[src/rtl/rtoi_pkg.sv]
// ----------------------------------------------------------------------------
// rtoi_pkg
// Shared types and constants of the recording time-to-offset index.
// ----------------------------------------------------------------------------
`default_nettype none

package rtoi_pkg;

  localparam int TIME_W  = 40;
  localparam int SIZE_W  = 48;
  localparam int QT_W    = 56;
  localparam int ALIGN_W = 12;
  localparam int FRAC_BITS = 16;
  localparam int SEG_AW  = 8;
  localparam int CNT_W   = SEG_AW + 1;
  localparam int MAX_SEGMENTS = 1 << SEG_AW;

  // multiplier / divider operand widths
  localparam int MA_W = SIZE_W + 1;
  localparam int MB_W = QT_W;
  localparam int MP_W = MA_W + MB_W;
  localparam int DD_W = QT_W;

  localparam logic [ALIGN_W-1:0] ALIGN_RESET = ALIGN_W'(188);

  localparam logic [2:0] ST_APPENDED = 3'd0;
  localparam logic [2:0] ST_NEW_SEG  = 3'd1;
  localparam logic [2:0] ST_DROP_OLD = 3'd2;
  localparam logic [2:0] ST_FULL     = 3'd3;
  localparam logic [2:0] ST_QUERY    = 3'd4;

  typedef struct packed {
    logic              multi;
    logic [SIZE_W-1:0] last_size;
    logic [TIME_W-1:0] last_time;
    logic [SIZE_W-1:0] first_size;
    logic [TIME_W-1:0] first_time;
  } seg_t;

endpackage

`default_nettype wire

[src/rtl/rtoi_div.sv]
// ----------------------------------------------------------------------------
// rtoi_div
// Restoring divider, one quotient bit per cycle, with remainder.
// ----------------------------------------------------------------------------
`default_nettype none

module rtoi_div
  import rtoi_pkg::*;
(
  input  wire logic            clk,
  input  wire logic            rst,
  input  wire logic            start,
  input  wire logic [MP_W-1:0] num,
  input  wire logic [DD_W-1:0] den,
  output logic                 done,
  output logic [MP_W-1:0]      quo,
  output logic [DD_W-1:0]      rem
);

  localparam int CW = $clog2(MP_W + 1);

  logic [CW-1:0] cnt;
  logic          busy;
  logic [DD_W-1:0] d;
  logic [DD_W:0]   r2;
  logic            ge;

  assign r2 = {rem, quo[MP_W-1]};
  assign ge = r2 >= {1'b0, d};

  always_ff @(posedge clk) begin
    if (rst) begin
      busy <= 1'b0;
      done <= 1'b0;
      cnt  <= '0;
    end else begin
      done <= 1'b0;
      if (start) begin
        busy <= 1'b1;
        cnt  <= CW'(MP_W);
      end else if (busy) begin
        cnt <= cnt - 1'b1;
        if (cnt == CW'(1)) begin
          busy <= 1'b0;
          done <= 1'b1;
        end
      end
    end
  end

  always_ff @(posedge clk) begin
    if (start) begin
      quo <= num;
      rem <= '0;
      d   <= den;
    end else if (busy) begin
      quo <= {quo[MP_W-2:0], ge};
      rem <= ge ? DD_W'(r2 - {1'b0, d}) : r2[DD_W-1:0];
    end
  end

endmodule

`default_nettype wire

[config.mk]
export PLATFORM = sky130hd
export DESIGN_NAME = rtoi_div
export DESIGN_NICKNAME = d
export VERILOG_FILES = /design/src/rtl/rtoi_pkg.sv /design/src/rtl/rtoi_div.sv
export SDC_FILE = /design/constraint.sdc
export NUM_CORES = 1
export LEC_CHECK = 0
export ABC_AREA = 1
export BUFFER_PORTS_ARGS = -buffer_cell sky130_fd_sc_hd__buf_2
export CORE_ASPECT_RATIO = 0.8
export CORE_UTILIZATION = 45
export DETAILED_ROUTE_END_ITERATION = 6
export PLACE_DENSITY = 0.68
export SLEW_MARGIN = 20
export SYNTH_ARGS = -nofsm -noshare
export SYNTH_HDL_FRONTEND = slang
export SYNTH_SLANG_ARGS = --single-unit
[constraint.sdc]
create_clock -name clk -period 5.95 [get_ports clk]
set_input_delay 0.2975 -clock clk [delete_from_list [all_inputs] [get_ports clk]]
set_output_delay 0.2975 -clock clk [all_outputs]
set_load 0.005 [all_outputs]
# [After elaboration in Yosys (flattened, before gate mapping)]
# Index checks and enable logic that the tools add are counted.
[classes] eq_ne=1 bitwise=1 n_reduce_logical=3 n_addsub=2 n_lt_le_gt_ge=1 muxes=9
[op_table] operator="2-to-1 mux 105 bit" n=2
[op_table] operator="greater-or-equal comparator 57 x 56 -> 1 bit" n=1
[op_table] operator="2-to-1 mux 56 bit" n=1
[op_table] operator="subtractor 56 bit" n=1
[op_table] operator="2-to-1 mux 7 bit" n=2
[op_table] operator="equality test 7 x 1 -> 1 bit (second input constant)" n=1
[op_table] operator="subtractor 7 x 1 -> 7 bit (second input constant)" n=1
[op_table] operator="2-to-1 mux 1 bit" n=4
[op_table] operator="OR reduction 3 bit" n=1
[op_table] operator="nonzero test 2 bit" n=1
[op_table] operator="OR reduction 2 bit" n=1
[op_table] operator="inverter 1 bit" n=1
[word_totals] out_inout_bits=162 word_cells=24 regBits=226

# [Logic depth before layout (Yosys ltp)]
[depth] ltp_word=4 ltp_mapped=19 ltp_nobuf=18

# [Least setup slack after synthesis]
# OpenSTA, ideal clock, no wires.
[synth_path] kind="flip-flop to flip-flop" start="register busy" end="register quo[0] (enable)" path_slack_ns=1.606 path_stages_with_launch=5 setup_time_ns=0.511 arrival_ns=3.833 period_less_slack_ns=4.344 n_path_buf=2 path_cell_list="dfxtp_1 -> clkbuf_1 -> nor2_1 -> inv_1 -> clkbuf_1"
[synth_via] elab_chain_len=1
[synth_rtl] item="start: declaration" line_no="rtoi_div.sv:23" rtl="logic busy;"
[synth_rtl] item="start signal: assignment" line_no="rtoi_div.sv:33" rtl="busy <= 1'b0;"
[synth_rtl] item="start signal: assignment" line_no="rtoi_div.sv:39" rtl="busy <= 1'b1;"
[synth_rtl] item="start signal: assignment" line_no="rtoi_div.sv:44" rtl="busy <= 1'b0;"
[synth_rtl] item="nonzero test 2 bit (no source line)"
[synth_rtl] item="end signal: assignment" line_no="rtoi_div.sv:53" rtl="quo <= num;"
[synth_rtl] item="end signal: assignment" line_no="rtoi_div.sv:57" rtl="quo <= {quo[MP_W-2:0], ge};"
[synth_rtl] item="end: declaration" line_no="rtoi_div.sv:16" rtl="output logic [MP_W-1:0] quo,"
# Every way passes these cells.
# A chain may end at the register's enable or synchronous reset.

# [Worst setup path after layout]
[layout_path] start="register rem[30]" end="register rem[14]"
[layout_via] elab_chain_len=2
[layout_rtl] item="start: declaration" line_no="rtoi_div.sv:17" rtl="output logic [DD_W-1:0] rem"
[layout_rtl] item="start signal: assignment" line_no="rtoi_div.sv:58" rtl="rem <= ge ? DD_W'(r2 - {1'b0, d}) : r2[DD_W-1:0];"
[layout_rtl] item="greater-or-equal comparator 57 x 56 -> 1 bit" line_no="rtoi_div.sv:29" rtl="assign ge = r2 >= {1'b0, d};"
[layout_rtl] item="2-to-1 mux 56 bit" line_no="rtoi_div.sv:58"
# Every way passes these cells.

==> impl_metrics.yaml <==
floorplan:
  rows: 58
  initial_core_util_pct: 46.1
  die-width_um: 203
  core_area_mm2: 0.0316
  die_area_mm2: 0.0331
  io_pins: 326
  die_h_um: 163
timing:
  tns_ns: 0
  timing.final.crit_share_pct: 53.5
  fin_skew_ns: 0.0150
  tightest_slew_ns: 1.07
  slew_headroom_pct: 28.4
  setup_viol: 0
  final_hold_viol_count: 0
  rsz0062_at_grt: "no"
  maxSlewViolCount: 0
  min_period_ns: 3.18
  clock.fmax_mhz: 314
setup_path:
  worstSetupPathType: "reg -> reg"
  cp.required_ns: 6.37
  worst-r2r-cell-count: 14
  critPathLaunchType: "register"
  r2r_start: "rem[30]"
  cp.arrival_ns: 3.61
  crit_fanout: 57
  crit_end: "rem[14]"
  end_kind: "register"
  ff2ff_setup_slack_ns: 2.77
  cp-startpoint: "rem[30]"
  r2r_end: "rem[14]"
global_routing:
  grt_antenna_before_repair: 4
  grt_pass1_wl_um: 77200
  grt_max_degree: 110
  gr-total-overflow: 0
  first_global_vias: 14100
  grtUsageTotal_pct: 30.2
layout:
  final_nets: 2785
  final_area_mm2: 0.0186
  area_growth_pct: 27.9
  final_layout_size_suffix_gt1_share_pct: 15.8
clocking:
  cts_resized: 0
  cts_made_buffers: 26
  cts_root_buf: "clkbuf_16"
  h-tree-depth: 1
  cts_buffer_depth: 3
  clk_latency_ns: 0.57
  path_clk_slew_ns: 0.06
  cts_sinks: 226
  cts_tree: "built"
routing:
  vias_per_cell: 4.89
  ant_nets: 0
  first_pass_iters: 6
  wl_um: 50600
  wire_per_inst_um: 16.8
  vias: 14700
  drc: 0
  drtIter0Drc: 1054
yosys:
  syn_nets: 2356
  avgSynthCellArea_um2: 6.83
  synth_seq_cells: 226
  synth_top_area_share_pct: 33.2
  yosysMostFrequentCell: "nand2_1"
  ys_seq_area_share_pct: 42.1
  synth_cells: 2133
  ys.flop_type: "edfxtp_1"
  yosys-top-cells-count: "nand2_1 (968), inv_1 (408), edfxtp_1 (161)"
  synth_area_mm2: 0.0146
  synthTopCellsByArea: "edfxtp_1 (33%), nand2_1 (25%), inv_1 (11%)"
  synth-warning-count: 0
  yosysTopAreaCell: "edfxtp_1"
  async_flop_share_pct: 0
  synth-edff-count: 161
  synth_cell_type_count: 35
pwr:
  p_int_mw: 3.02
  power_switching_mw: 1.11
  p_clk_share_pct: 40.3
  power.density_mw_per_mm2: 221
  p_comb_share_pct: 14.1
  p_seq_share_pct: 45.7
  leakage_nw: 10.3
  ir_drop_uv: 186
  p_sw_share_pct: 26.8
place:
  portBuffers: 325
  gp_congestion: 0.981
  place_hpwl_um: 37600
  dpl_cell_area_mm2: 0.0165
run:
  cap_violations: 0
worst_hold_path:
  min_path_type: "in -> reg"
outcome:
  status: "finished, final reports clean"
==> stage by stage <==
stage,util [%],hold slack (ns),setup slack (ns),power (mW),cells
finish,58.9,0.0106,2.77,4.13,3005
global route,58.9,0.00669,2.63,4.27,3005
CTS,58.8,0.000317,2.84,4.13,3001
detailed placement,52.3,0.464,2.85,2.42,2834
global placement,52.2,0.463,2.54,2.41,2834
floorplan,-,0.367,1.61,2.18,2133
==> worst min-delay path by stage <==
stage	start	endpoint	slack (ns)	cells after the start
CTS	num[90]	quo[90]	0.0003	3
detailed placement	cnt[5]	cnt[5]	0.46	2
finish	num[29]	quo[29]	0.01	3
global route	num[48]	quo[48]	0.007	3
global placement	cnt[5]	cnt[5]	0.46	2
floorplan	rst	cnt[5]	0.37	1
==> state kept, by name, summed over array words and instances (netlist names) <==
register,count
quo,105
d,56
rem,56
cnt,7
busy,1
done,1
==> worst max-delay path, cell delays in order, from the launching register on <==
cell and delay, ns:
dfxtp_1 0.33, ha_1 0.36, nand2_1 0.15, inv_1 0.05
nand2_1 0.06, nand2_1 0.10, inv_1 0.08, nand2_1 0.14
a21oi_2 0.24, nor2_1 0.14, nor2_4 0.16, buf_4 0.64
nand3_1 0.33, nand3_1 0.17, o21ai_1 0.08
==> kinds of logic (layout without fill, tap and decap cells) <==
group                    count (synthesis)  after routing  synth area share, %
XOR/XNOR                                29             29                 1.74
buffers and inverters                  467            916                 12.7
AND/OR/NAND/NOR                       1279           1279                 35.7
other                                    0              3                    0
flip-flops                             226            226                 42.1
adder cells (fa/ha/maj)                 59             59                 5.12
AO/OA/AOI/OAI                           73             73                 2.69
==> cells in the final DEF, fill, tap and decap left out, types with 26 or more instances in the layout <==
master	n
a21oi_1	30
buf_2	324
clkbuf_16	28
dfxtp_1	65
dlygate4sd3_1	119
edfxtp_1	161
ha_1	58
inv_1	407
nand2_1	968
nand3_1	139
nand3b_1	26
nor2_1	99
==> power by group through the flow <==
stage | sequential [mW] | clock [mW] | combinational [mW]
floorplan | 1.92 | 0 | 0.260
global placement | 1.91 | 0 | 0.502
detailed placement | 1.91 | 0 | 0.509
CTS | 1.88 | 1.68 | 0.572
global route | 1.90 | 1.74 | 0.639
finish | 1.88 | 1.66 | 0.581
==> metal layers <==
layer  track usage (%)  share of wire (%)
met1              40.3                 44
met3              6.44                7.5
met4              12.0                4.1
met5                 0              0.026
met2              47.7                 44
==> cell type report <==
cell class | count | area [µm²]
Fill cell | 3056 | 13000
Clock buffer | 34 | 763
Multi-Input combinational cell | 1440 | 6610
Antenna cell | 3 | 7.51
Timing Repair Buffer | 454 | 2920
Tap cell | 420 | 526
Sequential cell | 226 | 6140
Inverter | 414 | 1560
Clock inverter | 14 | 125
==> what timing repair did <==
item | CTS | global route
buffers inserted | 0 | 0
hold buffers | 119 | 0
endpoints found under the hold margin | 122 | 0
(Power assumes the default switching activity.)
