[src/rtl/rtoi_pkg.sv]
// ----------------------------------------------------------------------------
// rtoi_pkg
// Shared types and constants of the recording time-to-offset index.
// ----------------------------------------------------------------------------
`default_nettype none

package rtoi_pkg;

  localparam int TIME_W  = 40;
  localparam int SIZE_W  = 48;
  localparam int QT_W    = 56;
  localparam int ALIGN_W = 12;
  localparam int FRAC_BITS = 16;
  localparam int SEG_AW  = 8;
  localparam int CNT_W   = SEG_AW + 1;
  localparam int MAX_SEGMENTS = 1 << SEG_AW;

  // multiplier / divider operand widths
  localparam int MA_W = SIZE_W + 1;
  localparam int MB_W = QT_W;
  localparam int MP_W = MA_W + MB_W;
  localparam int DD_W = QT_W;

  localparam logic [ALIGN_W-1:0] ALIGN_RESET = ALIGN_W'(188);

  localparam logic [2:0] ST_APPENDED = 3'd0;
  localparam logic [2:0] ST_NEW_SEG  = 3'd1;
  localparam logic [2:0] ST_DROP_OLD = 3'd2;
  localparam logic [2:0] ST_FULL     = 3'd3;
  localparam logic [2:0] ST_QUERY    = 3'd4;

  typedef struct packed {
    logic              multi;
    logic [SIZE_W-1:0] last_size;
    logic [TIME_W-1:0] last_time;
    logic [SIZE_W-1:0] first_size;
    logic [TIME_W-1:0] first_time;
  } seg_t;

endpackage

`default_nettype wire

[src/rtl/rtoi_mul.sv]
// ----------------------------------------------------------------------------
// rtoi_mul
// Shift-add multiplier, one multiplier bit per cycle.
// ----------------------------------------------------------------------------
`default_nettype none

module rtoi_mul
  import rtoi_pkg::*;
(
  input  wire logic            clk,
  input  wire logic            rst,
  input  wire logic            start,
  input  wire logic [MA_W-1:0] a,
  input  wire logic [MB_W-1:0] b,
  output logic                 done,
  output logic [MP_W-1:0]      prod
);

  localparam int CW = $clog2(MB_W + 1);

  logic [CW-1:0] cnt;
  logic          busy;
  logic [MA_W:0] sum;

  assign sum = {1'b0, prod[MP_W-1:MB_W]} + (prod[0] ? {1'b0, a} : '0);

  always_ff @(posedge clk) begin
    if (rst) begin
      busy <= 1'b0;
      done <= 1'b0;
      cnt  <= '0;
    end else begin
      done <= 1'b0;
      if (start) begin
        busy <= 1'b1;
        cnt  <= CW'(MB_W);
      end else if (busy) begin
        cnt <= cnt - 1'b1;
        if (cnt == CW'(1)) begin
          busy <= 1'b0;
          done <= 1'b1;
        end
      end
    end
  end

  always_ff @(posedge clk) begin
    if (start) begin
      prod <= {{MA_W{1'b0}}, b};
    end else if (busy) begin
      prod <= {sum, prod[MB_W-1:1]};
    end
  end

endmodule

`default_nettype wire

[config.mk]
export PLATFORM = sky130hd
export DESIGN_NAME = rtoi_mul
export DESIGN_NICKNAME = d
export VERILOG_FILES = /design/src/rtl/rtoi_pkg.sv /design/src/rtl/rtoi_mul.sv
export SDC_FILE = /design/constraint.sdc
export NUM_CORES = 1
export LEC_CHECK = 0
export ABC_CLOCK_PERIOD_IN_PS = 3400
export BUFFER_PORTS_ARGS = -buffer_cell sky130_fd_sc_hd__clkbuf_2
export CORE_ASPECT_RATIO = 0.6
export CORE_MARGIN = 2
export CORE_UTILIZATION = 40
export CTS_CLUSTER_DIAMETER = 150
export DETAILED_ROUTE_END_ITERATION = 6
export SYNTH_ARGS = -nofsm -noshare
export SYNTH_HDL_FRONTEND = slang
export SYNTH_SLANG_ARGS = --single-unit
export TNS_END_PERCENT = 1
[constraint.sdc]
create_clock -name clk -period 3.4 [get_ports clk]
set_input_delay 0.51 -clock clk [delete_from_list [all_inputs] [get_ports clk]]
set_output_delay 0.51 -clock clk [all_outputs]
set_load 0.05 [all_outputs]
## After elaboration in Yosys (flattened, before gate mapping)

Index checks and enable logic that the tools add are counted.

| word-level totals | value |
|---|---|
| logic and storage cells | 22 |
| bits of input ports | 108 |
| register bits | 113 |
| output and inout port bits | 106 |

| cells by class | value |
|---|---|
| mux-type cells | 9 |
| bitwise gates (word level) | 1 |
| eq/ne operators | 1 |
| add/sub/neg operators | 2 |
| reductions and logical operators | 3 |

Operators with widths:

| kind | count |
|---|---|
| $mux W56 | 2 |
| $add A49 B49 Y50 | 1 |
| $mux W49 | 1 |
| $mux W6 | 2 |
| $eq A6 B1 Y1 const B | 1 |
| $sub A6 B1 Y6 const B | 1 |
| $mux W1 | 4 |
| $reduce_or A3 Y1 | 1 |
| $reduce_bool A2 Y1 | 1 |
| $reduce_or A2 Y1 | 1 |
| $not A1 Y1 | 1 |

## Logic depth before layout (Yosys ltp)

Gate-level depths: netlist of the first run.

| logic depth | value |
|---|---|
| depth in word-level cells | 4 |
| mapped depth | 14 |
| depth with buffers taken out | 13 |

## Worst setup path after synthesis of the first run

OpenSTA, ideal clock, no wires.

| timing | value |
|---|---|
| kind | flip-flop to flip-flop |
| start point | register prod[0] |
| end point | register prod[103] |
| slack | -0.047 ns |
| arrival time | 3.385 ns |
| data required time | 3.338 ns |
| cell stages (with the launch flop) | 15 |
| setup time | 0.062 ns |
| period minus slack after synthesis | 3.447 ns |
| buffers on the path | 1 |
| cells stage by stage | edfxtp_1 > clkbuf_1 > and2_1 > ha_1 > inv_1 > fa_1 > and2b_1 > o2111ai_1 > a21boi_4 > o221ai_2 > nand3_2 > nor3b_4 > a31oi_2 > or4_1 > nand3_1 |

| between the ends | value |
|---|---|
| word-level cells in the longest chain between the ends | 2 |

Ends and longest elaborated chain:

| element | line | text |
|---|---|---|
| from (decl) | rtoi_mul.sv:16 | `output logic [MP_W-1:0] prod` |
| from (signal assigned) | rtoi_mul.sv:49 | `prod <= {{MA_W{1'b0}}, b};` |
| from (signal assigned) | rtoi_mul.sv:51 | `prod <= {sum, prod[MB_W-1:1]};` |
| $mux W49 | rtoi_mul.sv:25 | `assign sum = {1'b0, prod[MP_W-1:MB_W]} + (prod[0] ? {1'b0, a} : '0);` |
| $add A49 B49 Y50 | rtoi_mul.sv:25 |  |

No other way between the ends.
A chain may end at the register's enable or synchronous reset.

## Worst setup path in the final report of the first run

| timing | value |
|---|---|
| start point | register prod[0] |
| end point | register prod[101] |

Same word-level chain as after synthesis.

==> flow_metrics.env, run 1 <==
export IMPL_synthFlopType="dfxtp_1"
export IMPL_drv_cap=0
export IMPL_worst_slew_pin_slew_ns=0.670
export IMPL_fp_dieH_um=110
export IMPL_critical_path_top_delay_family="compound AO/OA/AOI/OAI gates"
export IMPL_fin_skew_ns=0.0154
export IMPL_arrival_ns=3.49
export IMPL_cp_end_kind="flip-flop"
export IMPL_comb_power_share_pct=27.4
export IMPL_power_internal_mw=3.29
export IMPL_grt_overflow=0
export IMPL_synthTopCellsByCount="nor2_1, nand2_1, dfxtp_1, edfxtp_1, mux2_2"
export IMPL_r2r_slack_ns=0.20
export IMPL_drtIter0Drc=424
export IMPL_swShare_pct=34.6
export IMPL_crit_path_max_fanout=4
export IMPL_ys_seq_area_share_pct=38.0
export IMPL_syn_num_nets=949
export IMPL_netlist_instances=789
export IMPL_whs_endpoint="cnt[2]"
export IMPL_final_hold_viol_count=0
export IMPL_yosysMostFrequentCell="nor2_1"
export IMPL_antenna_cells=0
export IMPL_start_kind="flip-flop"
export IMPL_crit_buf_inv=1
export IMPL_fin_util_pct=53.5
export IMPL_hold_buffers=0
export IMPL_slew_viol_final=0
export IMPL_fin_crit_ns=3.20
export IMPL_io_pins=214
export IMPL_postSynthAreaPerCell_um2=9.42
export IMPL_final_net_count=1187
export IMPL_clockBufferDepth=2
export IMPL_hold_path_depth=2
export IMPL_rsz0062_at_grt="true"
export IMPL_p_switching_mw=1.74
export IMPL_fill_cells=1678
export IMPL_power_mw=5.03
export IMPL_ant_nets=0
export IMPL_fmax_ghz=0.312
export IMPL_status="complete, no violations"
export IMPL_wl_um=21700
export IMPL_cts_buffers=17
export IMPL_slowest_delay_ns=0.39
export IMPL_synth_seq_cells=113
export IMPL_leakagePower_nw=4.47
export IMPL_powerDensity_mw_per_mm2=519
export IMPL_reg2reg_depth=13
export IMPL_worst_slack_ns=0.199
export IMPL_yosys_warnings=0
export IMPL_core_area_mm2=0.0181
export IMPL_holdWs_ns=0.385
export IMPL_reg2reg_to="prod[101]"
export IMPL_first_global_vias=6130
export IMPL_wl_per_cell_um=16.9
export IMPL_drc=0
export IMPL_hold_path_class="in -> reg"
export IMPL_grt_pass1_wl_um=33400
export IMPL_grt_start_max_net_pins=45
export IMPL_seqPwrFrac_pct=33.0
export IMPL_io_buffers=213
export IMPL_p_clk_share_pct=39.6
export IMPL_synth_edf_count=56
export IMPL_cts_tree="done"
export IMPL_globalplace_congestion=0.938
export IMPL_route_vias_total=6706
export IMPL_dr_pass1_iters=5
export IMPL_antenna_found_initial=0
export IMPL_crit_slowest_cell="edfxtp_1"
export IMPL_relSlewSlack_pct=55.3
export IMPL_critical_path_class="reg -> reg"
export IMPL_synth_cell_type_count=64
export IMPL_htree_num_levels=4
export IMPL_hpwl_um=16900
export IMPL_die_w_um=180
export IMPL_routed_via_density=5.24
export IMPL_syn_area_mm2=0.00743
export IMPL_required_ns=3.69
export IMPL_peakVddDrop_uv=324
export IMPL_dp_slack_ns=0.0160
export IMPL_drive_above_1_share_pct=35.9
export IMPL_clk_latency_ns=0.42
export IMPL_dieArea_mm2=0.0197
export IMPL_start_util_pct=41.0
export IMPL_clkSinkCount=113
export IMPL_synth_top_area_cell="edfxtp_1"
export IMPL_yosys_area_top_type_share_pct=22.6
export IMPL_fp_row_count=38
export IMPL_synth_area_leaders="edfxtp_1, dfxtp_1, ha_1"
export IMPL_timing_rr_start="prod[0]"
export IMPL_clockRootBuffer="clkbuf_16"
export IMPL_synth_async_reset_ratio_pct=0
export IMPL_finalSetupViolCount=0
export IMPL_clkTransAtPathRegs_ns=0.06
export IMPL_crit_chain="and2_1, ha_1, inv_1, fa_1, and2b_2, o2111ai_2, a21boi_4, o211ai_1, a21o_1, a31o_2, o41ai_2, nor4b_1, nand3b_1"
export IMPL_holdCritStartpoint="rst"
export IMPL_post_route_period_util_pct=94.1
export IMPL_syn_to_final_growth_pct=30.4
export IMPL_grt_usage_pct=21.5
-- layer usage --
| layer | vias to the layer above | global-route usage (%) | wire length, um |
|---|---|---|---|
| met5 | - | 0 | 0 |
| met4 | 0 | 4.59 | 150 |
| met3 | 11 | 4.57 | 1220 |
| met2 | 213 | 28.4 | 8400 |
| met1 | 3114 | 34.7 | 11900 |
| li1 | 3368 | - | - |
-- layout by cell type, fill, tap and decap left out, drive strengths merged, types with 14 or more instances in the layout --
cell type / instances
buf: 48
clkbuf: 229
mux2: 56
inv: 23
a21oi: 55
nor2: 63
xor2: 20
dfxtp: 57
nor3: 14
a21o: 31
nand3: 18
and2: 51
nand2: 60
xnor2: 24
o21ai: 52
ha: 51
edfxtp: 56
-- layout make-up --
type                            count  area, um2  share of cell area [%]
Multi-Input combinational cell    616       4430                    45.7
Sequential cell                   113       2820                    29.1
Timing Repair Buffer              260       1430                    14.7
Clock buffer                       17        425                    4.39
Tap cell                          240        300                    3.10
Clock inverter                     15        224                    2.31
Inverter                           19       71.3                   0.736
-- sequential cells by signal (all words and copies together), names as in the netlist --
| signal | flops |
|---|---|
| busy | 1 |
| prod | 105 |
| cnt | 6 |
| done | 1 |
-- kinds of logic (layout without fill, tap and decap cells) --
| family | Yosys count | count (layout) | synth area share, % |
|---|---|---|---|
| buffers and inverters | 60 | 311 | 3.25 |
| AOI/OAI and AO/OA | 207 | 207 | 18.3 |
| and+or+nand+nor | 246 | 246 | 16.5 |
| DFF | 113 | 113 | 38.0 |
| xor gates and xnor gates | 44 | 44 | 5.19 |
| muxes | 67 | 67 | 9.97 |
| adders and majority gates | 52 | 52 | 8.86 |
-- through the flow --
step	instance area, um2	instances	setup TNS (ns)
6_report	9690	1280	0
2_1_floorplan	7430	789	0
3_5_place_dp	8980	1247	0
5_1_grt	9690	1280	-0.000898
4_1_cts	9630	1279	0
3_3_place_gp	8980	1247	0
-- worst max-delay path by stage --
stage / from / to / slack, ns / cells after the start
after detailed placement: a[0] / prod[101] / 0.02 / 14
after global placement: a[0] / prod[101] / 0.08 / 14
final: prod[0] / prod[101] / 0.20 / 13
after CTS: prod[0] / prod[103] / 0.06 / 12
after floorplan: prod[0] / prod[103] / 0.003 / 14
after global routing: prod[0] / prod[99] / -0.0009 / 13
-- worst register-to-register path: stages (launching register included) --
cell and delay, ns:
edfxtp_1 0.39, and2_1 0.15, ha_1 0.16, inv_1 0.05
fa_1 0.37, and2b_2 0.26, o2111ai_2 0.17, a21boi_4 0.25
o211ai_1 0.17, a21o_1 0.24, a31o_2 0.26, o41ai_2 0.36
nor4b_1 0.09, nand3b_1 0.18
-- power groups by stage --
stage	registers, mW	logic (mW)	clock network, mW
finish	1.66	1.38	1.99
global route	1.68	1.48	2.08
global placement	1.69	1.36	0
CTS	1.66	1.37	2.02
floorplan	2.08	0.569	0
detailed placement	1.69	1.36	0
-- timing repair --
item                                    4_1_cts  5_1_grt
endpoints found under the setup margin        0        7
gates resized for setup                       0       14
buffers inserted                              0        1
Note: power is estimated with default switching activity, not from simulation.
==> run 2: changes to the inputs <==
Settings changed: CORE_UTILIZATION 40 to 53, PLACE_DENSITY set to 0.81, TNS_END_PERCENT 1 to not set.
==> run 2 against run 1 <==
- die area shrank 24%
- cell count shrank 5.2%
- worst hold slack lost 0.0046 ns
- largest cell class unchanged
==> flow_metrics.env, run 2 (synthesis gave the netlist of run 1 again) <==
export IMPL_arrival_ns=3.51
export IMPL_timing_rr_start="prod[0]"
export IMPL_largest_reg_flops=105
export IMPL_crit_buf_inv=2
export IMPL_antenna_found_initial=0
export IMPL_first_global_vias=6176
export IMPL_htree_num_levels=4
export IMPL_status="complete, no violations"
export IMPL_clkSinkCount=113
export IMPL_crit_path_max_fanout=48
export IMPL_hold_path_depth=2
export IMPL_place_area_mm2=0.00880
export IMPL_drive_above_1_share_pct=34.6
export IMPL_reg2reg_to="prod[90]"
export IMPL_cts_setup_buffers=0
export IMPL_drv_cap=0
export IMPL_clockBufferDepth=2
export IMPL_grt_pass1_wl_um=31800
export IMPL_holdCritStartpoint="rst"
export IMPL_final_common_cell="clkbuf_2"
export IMPL_crit_chain="buf_12, and2_1, ha_1, and3_1, and3_1, nand2_1, o211ai_1, a21oi_1, o311ai_4, buf_4, nand2b_1, nand4_1, o311ai_1"
export IMPL_fmax_ghz=0.309
export IMPL_top_regs="prod x105, cnt x6"
export IMPL_relSlewSlack_pct=54.0
export IMPL_final_hold_viol_count=0
export IMPL_crit_top_cell="and3_1"
export IMPL_r2r_slack_ns=0.17
export IMPL_core_area_mm2=0.0137
export IMPL_ant_nets=0
export IMPL_globalplace_congestion=0.992
export IMPL_post_route_period_util_pct=95.1
export IMPL_dr_pass1_iters=5
export IMPL_fp_dieH_um=95.7
export IMPL_slowest_delay_ns=0.45
export IMPL_start_util_pct=54.4
export IMPL_power_internal_mw=3.12
export IMPL_grt_usage_pct=27.4
export IMPL_io_pins=214
export IMPL_p_clk_share_pct=37.6
export IMPL_slew_viol_final=0
export IMPL_ctsResizeCount=0
export IMPL_whs_endpoint="cnt[5]"
export IMPL_clockRootBuffer="clkbuf_16"
export IMPL_hpwl_um=16100
export IMPL_dieArea_mm2=0.0150
export IMPL_finalSetupViolCount=0
export IMPL_grt_overflow=0
export IMPL_seqPwrFrac_pct=34.4
export IMPL_die_w_um=157
export IMPL_leakagePower_nw=4.44
export IMPL_drc=0
export IMPL_final_net_count=1168
export IMPL_cts_tree="done"
export IMPL_required_ns=3.67
export IMPL_comb_power_share_pct=28.0
export IMPL_fin_skew_ns=0.0105
export IMPL_wl_per_cell_um=17.3
export IMPL_cts_buffers=17
export IMPL_fp_row_count=33
export IMPL_p_switching_mw=1.72
export IMPL_critical_path_top_delay_family="compound AO/OA/AOI/OAI gates"
export IMPL_clkTransAtPathRegs_ns=0.06
export IMPL_fin_crit_ns=3.23
export IMPL_peakVddDrop_uv=317
export IMPL_antenna_cells=0
export IMPL_largest_register="prod"
export IMPL_routed_via_density=5.62
export IMPL_final_area_mm2=0.00948
export IMPL_powerDensity_mw_per_mm2=510
export IMPL_tns_ns=0
export IMPL_drtIter0Drc=567
export IMPL_critical_path_class="reg -> reg"
export IMPL_swShare_pct=35.6
export IMPL_hold_path_class="in -> reg"
export IMPL_cp_end_kind="flip-flop"
export IMPL_io_buffers=213
export IMPL_syn_to_final_growth_pct=27.6
export IMPL_clk_latency_ns=0.41
export IMPL_wl_um=21000
export IMPL_route_vias_total=6820
export IMPL_start_kind="flip-flop"
export IMPL_crit_slowest_cell="o311ai_4"
export IMPL_grt_start_max_net_pins=49
export IMPL_reg2reg_depth=13
export IMPL_final_cell_mix="clkbuf_2, nor2_1, nand2_1"
export IMPL_worst_slew_pin_slew_ns=0.690
export IMPL_hold_buffers=0
[run 2: how the worst max path moves through the flow]
| stage | startpoint | endpoint | cells after the start |
|---|---|---|---|
| global route | prod[0] | prod[100] | 11 |
| finish | prod[0] | prod[90] | 13 |
| floorplan | prod[0] | prod[103] | 14 |
| CTS | prod[0] | prod[100] | 12 |
| detailed placement | a[0] | prod[101] | 14 |
| global placement | a[0] | prod[101] | 14 |
[run 2: worst register-to-register path: cells and delay by family, from the launching register on]
family / cells / cell delay [ns]
compound gates: 4 / 1.04
fa+ha+maj: 1 / 0.36
buf+inv: 2 / 0.41
flops: 1 / 0.44
simple gates: 6 / 0.86
[run 2: power groups by stage]
stage / logic, mW / clock network (mW) / registers, mW
finish: 1.36 / 1.82 / 1.66
global route: 1.45 / 1.90 / 1.68
CTS: 1.33 / 1.84 / 1.66
detailed placement: 1.32 / 0 / 1.69
global placement: 1.31 / 0 / 1.68
floorplan: 0.569 / 0 / 2.08
[run 2: through the flow]
step / util (%) / power, mW / worst slack, ns / cells / hold slack [ns]
global route: 69.4 / 5.02 / -0.0326 / 1213 / 0.386
floorplan: - / 2.65 / 0.00297 / 789 / 0.468
CTS: 68.7 / 4.84 / 0.0814 / 1213 / 0.370
finish: 69.4 / 4.84 / 0.166 / 1213 / 0.380
global placement: 64.4 / 2.99 / 0.117 / 1181 / 0.456
detailed placement: 64.4 / 3.01 / 0.0400 / 1181 / 0.464
[run 2: area by class of cell]
class                      instances  area, um2
inverter                          19       71.3
tap                              192        240
sequential                       113       2820
fill                            1071       4180
clock buffer                      17        425
timing repair buffer             241       1290
clock inverter                    15        174
multi-input combinational        616       4460
[run 2: per-layer routing]
| layer | track usage [%] | up-vias | part of all wire, % |
|---|---|---|---|
| met3 | 5.49 | 21 | 8.5 |
| met4 | 6.65 | 0 | 0.93 |
| met5 | 0 | - | 0 |
| met1 | 42.0 | 3184 | 49 |
| li1 | - | 3323 | - |
| met2 | 39.1 | 292 | 42 |
